File: config.mk
export PLATFORM = sky130hd
export DESIGN_NAME = umsu_front_flat
export DESIGN_NICKNAME = d
export VERILOG_FILES = /design/src/umsu_pkg.sv /design/src/umsu_if.sv /design/src/umsu_front.sv /design/src/flat_wrapper.sv
export SDC_FILE = /design/constraint.sdc
export NUM_CORES = 1
export LEC_CHECK = 0
export ABC_AREA = 1
export BUFFER_PORTS_ARGS = -buffer_cell sky130_fd_sc_hd__buf_2
export CAP_MARGIN = 10
export CORE_MARGIN = 3
export CORE_UTILIZATION = 30
export DETAILED_ROUTE_END_ITERATION = 6
export GPL_ROUTABILITY_DRIVEN = 0
export HOLD_SLACK_MARGIN = 0.15
export PLACE_DENSITY = 0.51
export SLEW_MARGIN = 20
export SYNTH_ARGS = -nofsm -noshare
export SYNTH_HDL_FRONTEND = slang
export SYNTH_SLANG_ARGS = --single-unit
File: constraint.sdc
create_clock -name i_clk -period 2.7 [get_ports i_clk]
set_input_delay 0.405 -clock i_clk [delete_from_list [all_inputs] [get_ports i_clk]]
set_output_delay 0.405 -clock i_clk [all_outputs]
set_load 0.05 [all_outputs]
File: src/umsu_pkg.sv
// Types and constants shared by the USB-MIDI SysEx unpacker.
// No dependencies; compile first.
package umsu_pkg;

    localparam logic [7:0]  END_BYTE    = 8'hF7;
    localparam logic [16:0] LIMIT_RESET = 17'h0A000;

    localparam logic [3:0] CIN_SYSEX_START = 4'h4;
    localparam logic [3:0] CIN_SYSEX_END1  = 4'h5;
    localparam logic [3:0] CIN_SYSEX_END2  = 4'h6;
    localparam logic [3:0] CIN_SYSEX_END3  = 4'h7;

    typedef enum logic [2:0] {
        KIND_WRITE     = 3'd0,
        KIND_END       = 3'd1,
        KIND_ILLEGAL   = 3'd2,
        KIND_NOT_SYSEX = 3'd3,
        KIND_TOO_LARGE = 3'd4
    } t_kind;

    typedef struct packed {
        logic                 not_sysex;
        logic [1:0]           n_bytes;
        logic [2:0][7:0]      data;
    } t_pkt;

    typedef struct packed {
        logic valid;
        t_pkt pkt;
    } t_q_head;

endpackage

File: src/umsu_if.sv
// Handshake channels of the SysEx unpacker: packet in, result out.
// Depends on umsu_pkg.
interface umsu_pkt_if;
    logic       valid;
    logic       ready;
    logic [7:0] header_byte;
    logic [7:0] data_a;
    logic [7:0] data_b;
    logic [7:0] data_c;

    modport source (output valid, header_byte, data_a, data_b, data_c, input ready);
    modport sink   (input valid, header_byte, data_a, data_b, data_c, output ready);
endinterface


File: src/umsu_front.sv
// Front end: accepts packets, decodes the code index and queues them.
// Depends on umsu_pkg and umsu_if.
module umsu_front
    import umsu_pkg::*;
(
    input  logic          i_clk,
    input  logic          i_rst_n,
    umsu_pkt_if.sink      i_pkt,
    output t_q_head       o_head,
    input  logic          i_pop
);

    t_pkt       r_mem [2];
    logic       r_wr_ptr;
    logic       r_rd_ptr;
    logic [1:0] r_count;
    logic       w_push;
    t_pkt       w_pkt;

    always_comb begin
        w_pkt.not_sysex = 1'b0;
        w_pkt.n_bytes   = 2'd3;
        w_pkt.data      = {i_pkt.data_c, i_pkt.data_b, i_pkt.data_a};
        case (i_pkt.header_byte[3:0]) inside
            CIN_SYSEX_START, CIN_SYSEX_END3: w_pkt.n_bytes = 2'd3;
            CIN_SYSEX_END2:                  w_pkt.n_bytes = 2'd2;
            CIN_SYSEX_END1:                  w_pkt.n_bytes = 2'd1;
            default:                         w_pkt.not_sysex = 1'b1;
        endcase
    end

    assign i_pkt.ready = (r_count != 2'd2);
    assign w_push      = i_pkt.valid && i_pkt.ready;
    assign o_head.valid = (r_count != 2'd0);
    assign o_head.pkt   = r_mem[r_rd_ptr];

    always_ff @(posedge i_clk) begin
        if (w_push) begin
            r_mem[r_wr_ptr] <= w_pkt;
        end
    end

    always_ff @(posedge i_clk) begin
        if (!i_rst_n) begin
            r_wr_ptr <= 1'b0;
            r_rd_ptr <= 1'b0;
            r_count  <= 2'd0;
        end else begin
            if (w_push) begin
                r_wr_ptr <= ~r_wr_ptr;
            end
            if (i_pop) begin
                r_rd_ptr <= ~r_rd_ptr;
            end
            r_count <= r_count + 2'(w_push) - 2'(i_pop);
        end
    end

endmodule

File: src/flat_wrapper.sv
// flat-port wrapper written by rule: the top's interface ports become plain ports
module umsu_front_flat import umsu_pkg::*;
  (i_clk, i_rst_n, o_head, i_pop, i_pkt_valid, i_pkt_header_byte, i_pkt_data_a, i_pkt_data_b, i_pkt_data_c, i_pkt_ready);
  umsu_pkt_if i_pkt_i ();
  input  logic i_clk;
  input  logic i_rst_n;
  output t_q_head o_head;
  input  logic i_pop;
  input wire logic [$bits(i_pkt_i.valid)-1:0] i_pkt_valid;
  input wire logic [$bits(i_pkt_i.header_byte)-1:0] i_pkt_header_byte;
  input wire logic [$bits(i_pkt_i.data_a)-1:0] i_pkt_data_a;
  input wire logic [$bits(i_pkt_i.data_b)-1:0] i_pkt_data_b;
  input wire logic [$bits(i_pkt_i.data_c)-1:0] i_pkt_data_c;
  output wire logic [$bits(i_pkt_i.ready)-1:0] i_pkt_ready;
  assign i_pkt_i.valid = i_pkt_valid;
  assign i_pkt_i.header_byte = i_pkt_header_byte;
  assign i_pkt_i.data_a = i_pkt_data_a;
  assign i_pkt_i.data_b = i_pkt_data_b;
  assign i_pkt_i.data_c = i_pkt_data_c;
  assign i_pkt_ready = i_pkt_i.ready;
  umsu_front u_core (.i_clk(i_clk), .i_rst_n(i_rst_n), .i_pkt(i_pkt_i), .o_head(o_head), .i_pop(i_pop));
endmodule
==> results of run 1 <==
-- cells in the final DEF (no fill, tap or decap), types with 4 or more instances in the layout --
cell type,count
nor2_1,8
edfxtp_1,54
clkbuf_8,9
nand2_1,14
dfxtp_1,4
mux2_4,20
inv_1,8
mux2_2,7
buf_2,60
-- per-stage QoR --
stage               hold slack, ps  setup WS, ps  std cells
finish                         269           552        300
global route                   242           449        300
CTS                            248           486        300
detailed placement             489           851        285
global placement               477           836        285
floorplan                      463           177        125
-- report_power, final --
| group | internal, mW | switching, mW |
|---|---|---|
| Clock | 0.413 | 0.296 |
| Sequential | 1.08 | 0.0243 |
| Combinational | 0.139 | 0.293 |
| Total | 1.63 | 0.613 |
-- sequential cells by signal (all words and copies together), names as in the netlist, named ones only --
name / count
u_core.r_wr_ptr: 1
u_core.r_rd_ptr: 1
u_core.r_mem: 54
u_core.r_count: 2
-- cell type report --
type / count / area, um^2 / area share (%)
clock buffers: 11 / 131 / 4.52
clock inverters: 4 / 42.5 / 1.46
inverters: 8 / 30.0 / 1.03
multi-input cells: 55 / 502 / 17.3
flip-flops and latches: 59 / 1720 / 59.3
well taps: 99 / 124 / 4.26
repair buffers: 64 / 355 / 12.2
-- metal layers --
metal | vias up | GRT usage (%) | wire length (um)
li1 | 595 | - | -
met1 | 569 | 10.6 | 1610
met2 | 46 | 14.3 | 1740
met3 | 4 | 4.99 | 307
met4 | 0 | 4.69 | 50
met5 | - | 0 | 0
-- logic make-up (layout without fill, tap and decap cells) --
| logic type | Yosys count | count (layout) | synth area share [%] |
|---|---|---|---|
| DFF | 59 | 59 | 74.9 |
| and+or+nand+nor | 26 | 26 | 4.35 |
| buffers and inverters | 11 | 87 | 3.54 |
| adders and majority gates | 1 | 1 | 0.544 |
| muxes | 27 | 27 | 16.5 |
| AOI/OAI and AO/OA | 1 | 1 | 0.217 |
-- final timing paths --
check                           depth (start not counted)                  end  slack (ps)              start
worst max-delay path                                    3            o_head[3]         550               flop
worst min-delay path                                    1  u_core.r_mem[0][16]         270    i_pkt_data_c[0]
worst max register to register                          5  u_core.r_mem[0][20]        1040  u_core.r_count[0]
worst min register to register                          2                 flop         500    u_core.r_rd_ptr
-- worst reg2reg max path, cell delays in order, from the launching register on --
cell,delay [ps]
dfxtp_1,300
inv_1,50
nand2_1,110
nand2_1,140
nor2_2,510
buf_12,250
==> flow_summary.toml, run 1 <==
[sta]
fin_tns_setup_ps = 0
tightest_slew_ps = 608
slew_headroom_pct = 59.4
setup_viol = 0
fmax_mhz = 466
final.period_utilization_pct = 79.6
fin_skew_ps = 2.81
rsz0062_at_grt = "no"
period_minus_slack_ps = 2150
hold_viol_final = 0
slew_violations = 0

[finish]
num_antenna_cells = 0
fin_nets = 234
drive_gt1_share_pct = 52.2
fill_cells = 695
area_delta_synth_final_pct = 26.4
final_util_pct = 39.7
fin_area_mm2 = 0.00291

[routing]
wl_per_cell_um = 12.4
wl_um = 3710
drt-pass1-iter-count = 4
drtAntennaViolNets = 0
first_iter_violations = 35
viasPerCell = 4.05
drc = 0
vias = 1214

[power_and_ir_drop]
ir_drop_mv = 0.261
powerDensity_mw_per_mm2 = 772
p_total_mw = 2.25
p_leak_nw = 1.17

[clocking]
cts_resized = 0
clock_sinks = 59
hold_buffers = 0
cts_buffers = 9
clock-root-buffer = "clkbuf_8"
cts_tree = "built"
h-tree-depth = 3
clkTransAtPathRegs_ps = 60
cts_buffer_depth = 2
clk_latency_ps = 320
cts_setup_buffers = 0

[critical_path]
cp-end-kind = "output port"
worstPathArrival_ps = 1740
critical_path.top_delay_family = "flip-flops"
crit_buf_inv = 2
cp-start-kind = "flop"
cp_cell_sequence = "buf_12, mux2_2, buf_2"
crit_slowest_cell = "dfxtp_2"
cpPeakStageDelay_ps = 630
worstPathMaxFanout = 14
crit_type = "reg2out"
critPathRequiredTime_ps = 2300

[global_routing]
grt_max_degree = 19
grt_pass1_wl_um = 5840
grt_pass1_vias = 1212
antenna_found_initial = 0
gr-total-overflow = 0
grt_usage_pct = 9.33

[floorplan]
dieHeight_um = 93.6
core_area_mm2 = 0.00733
die_area_mm2 = 0.00875
fp.dieW_um = 93.6
start_util_pct = 31.4
ios = 65
row_count = 31

[yosys]
synth_cell_types = 12
yosys-top-cells-area = "edfxtp_1 71%, mux2_4 13%, dfxtp_1 4.4%"
synthesis.area_mm2 = 0.00230
synth_common_cells = "54 x edfxtp_1, 20 x mux2_4, 14 x nand2_1, 10 x nor2_1, 8 x inv_1"
yosysMostFrequentCell = "edfxtp_1"
synth_top_area_cell = "edfxtp_1"
syn-num-nets = 162
synth-async-reset-ratio_pct = 0
yosysSeqAreaShare_pct = 74.9
syn-instance-count = 125
avgSynthCellArea_um2 = 18.4
yosysWarnings = 0
synthFlopType = "edfxtp_1"
synth-edff-count = 54
synth_top_area_share_pct = 70.5
ys_seq_elements = 59

[status]
outcome = "completed"

[place]
placed_cell_area_mm2 = 0.00273
portBuffers = 60
hpwl_um = 2500

[flow_run]
drv_cap = 0

[min_path]
hold_class = "in2reg"
No activity file was read; power rests on OpenSTA's default activity.
==> run 2, diff against run 1 <==
==> constraint.sdc (replaced) <==
create_clock -name i_clk -period 2.2 [get_ports i_clk]
set_input_delay 0.33 -clock i_clk [delete_from_list [all_inputs] [get_ports i_clk]]
set_output_delay 0.33 -clock i_clk [all_outputs]
set_load 0.05 [all_outputs]
==> run 2 against run 1 <==
Flip-flop and latch count stayed put. Critical path depth unchanged. Clock-buffer cell count fell by 1. Non-clock buffer count up 1. Total power up 23%. Largest cell class unchanged. Clock power rose by 24%. Setup slack lost 320 ps. Global-route usage rose by 0.074 points. Die area is the same.
==> flow_summary.toml, run 2 (same netlist as run 1, synthesis figures left out) <==
[status]
outcome = "completed"

[critical_path]
worstPathArrival_ps = 1630
cp-end-kind = "output port"
crit_buf_inv = 2
cpPeakStageDelay_ps = 500
worstPathMaxFanout = 19
r2r_slack_ps = 870
critical_path.top_delay_family = "flip-flops"
crit_type = "reg2out"
r2r_start = "u_core.r_count[0]"
worst_r2r_path_depth = 5
cp_cell_sequence = "buf_12, mux2_2, buf_2"
critPathRequiredTime_ps = 1870
r2r-end = "u_core.r_mem[1][13]"
endpoint = "o_head[26]"
cp-start-kind = "flop"
crit_slowest_cell = "dfxtp_2"
crit_cells = 3

[clocking]
cts_resized = 0
clock-root-buffer = "clkbuf_8"
clkTransAtPathRegs_ps = 60
hold_buffers = 0
clk_latency_ps = 330
cts_buffer_depth = 2
cts_tree = "built"
cts_setup_buffers = 0
cts_buffers = 9
clock_sinks = 59
h-tree-depth = 3

[place]
dpl.cell_count = 286
hpwl_um = 2520
portBuffers = 60

[global_routing]
gr-total-overflow = 0
grt_pass1_vias = 1299
grt_pass1_wl_um = 5990
grt_max_degree = 21
grt_usage_pct = 9.41
antenna_found_initial = 0

[finish]
multi_input_area_um2 = 502
fin_nets = 235
num_antenna_cells = 0
fill_cells = 692
final_cells = 300
max_flop_register = "u_core.r_mem"
seq_area_mm2 = 0.00172
reg_top3 = "u_core.r_mem x54, u_core.r_count x2"
final_cell_mix = "60 x buf_2, 54 x edfxtp_1, 20 x mux2_4"
area_delta_synth_final_pct = 26.1
final_common_cell = "buf_2"
largest_reg_flops = 54
drive_gt1_share_pct = 53.2

[routing]
drt-pass1-iter-count = 4
vias = 1226
wl_um = 3720
first_iter_violations = 58
drc = 0
wl_per_cell_um = 12.4
viasPerCell = 4.09
drtAntennaViolNets = 0

[power_and_ir_drop]
p_int_mw = 1.99
switchingPower_uw = 763
pwr-share-clk_pct = 31.8
ir_drop_mv = 0.353
p_total_mw = 2.76
p_comb_share_pct = 19.2
p_leak_nw = 1.17
seq_power_share_pct = 49.0
switching_share_pct = 27.7
powerDensity_mw_per_mm2 = 951

[sta]
fin_skew_ps = 4.85
rsz0062_at_grt = "no"
slew_headroom_pct = 80.7
slew_violations = 0
fin_tns_setup_ps = 0
tightest_slew_ps = 290
period_minus_slack_ps = 1960
final.period_utilization_pct = 89.2
hold_viol_final = 0
fmax_mhz = 509
setup_viol = 0

[min_path]
hold_class = "in2reg"

[floorplan]
die_area_mm2 = 0.00875
row_count = 31
core_area_mm2 = 0.00733
dieHeight_um = 93.6
start_util_pct = 31.4
fp.dieW_um = 93.6
ios = 65

[flow_run]
drv_cap = 0
run 2: area by class of cell:
cell class                 count  area share (%)
clock inverter                 4            1.51
tap                           99            4.27
sequential                    59            59.4
clock buffer                  10            4.40
multi-input combinational     55            17.3
timing repair buffer          65            12.1
inverter                       8            1.04
run 2: power by group through the flow:
stage / registers [mW] / logic [mW] / clock network, mW
floorplan: 1.37 / 0.422 / 0
global placement: 1.37 / 0.538 / 0
detailed placement: 1.38 / 0.538 / 0
CTS: 1.35 / 0.539 / 0.911
global route: 1.36 / 0.570 / 0.956
finish: 1.35 / 0.529 / 0.878
run 2: through the flow:
step	area (um^2)	worst slack (ps)	hold WS (ps)	util, %
2_1_floorplan	2300	104	429	-
3_3_place_gp	2730	546	477	37.2
3_5_place_dp	2730	547	488	37.2
4_1_cts	2900	185	172	39.6
5_1_grt	2900	155	174	39.6
6_report	2900	237	191	39.6
run 2: routing by layer:
layer	global-route usage [%]	vias to the layer above	part of all wire, %
li1	-	602	-
met1	10.8	574	43
met2	15.1	46	49
met3	3.38	4	6.8
met4	5.42	0	1.1
met5	0	-	0
run 2: worst min-delay path by stage:
stage                     from                   to  cells after the start
6_report       i_pkt_data_b[1]   u_core.r_mem[0][9]                      1
5_1_grt        i_pkt_data_c[3]  u_core.r_mem[0][19]                      1
4_1_cts        i_pkt_data_c[5]  u_core.r_mem[0][21]                      1
3_5_place_dp   u_core.r_rd_ptr      u_core.r_rd_ptr                      2
3_3_place_gp   u_core.r_rd_ptr      u_core.r_rd_ptr                      2
2_1_floorplan  i_pkt_data_a[0]   u_core.r_mem[0][0]                      0
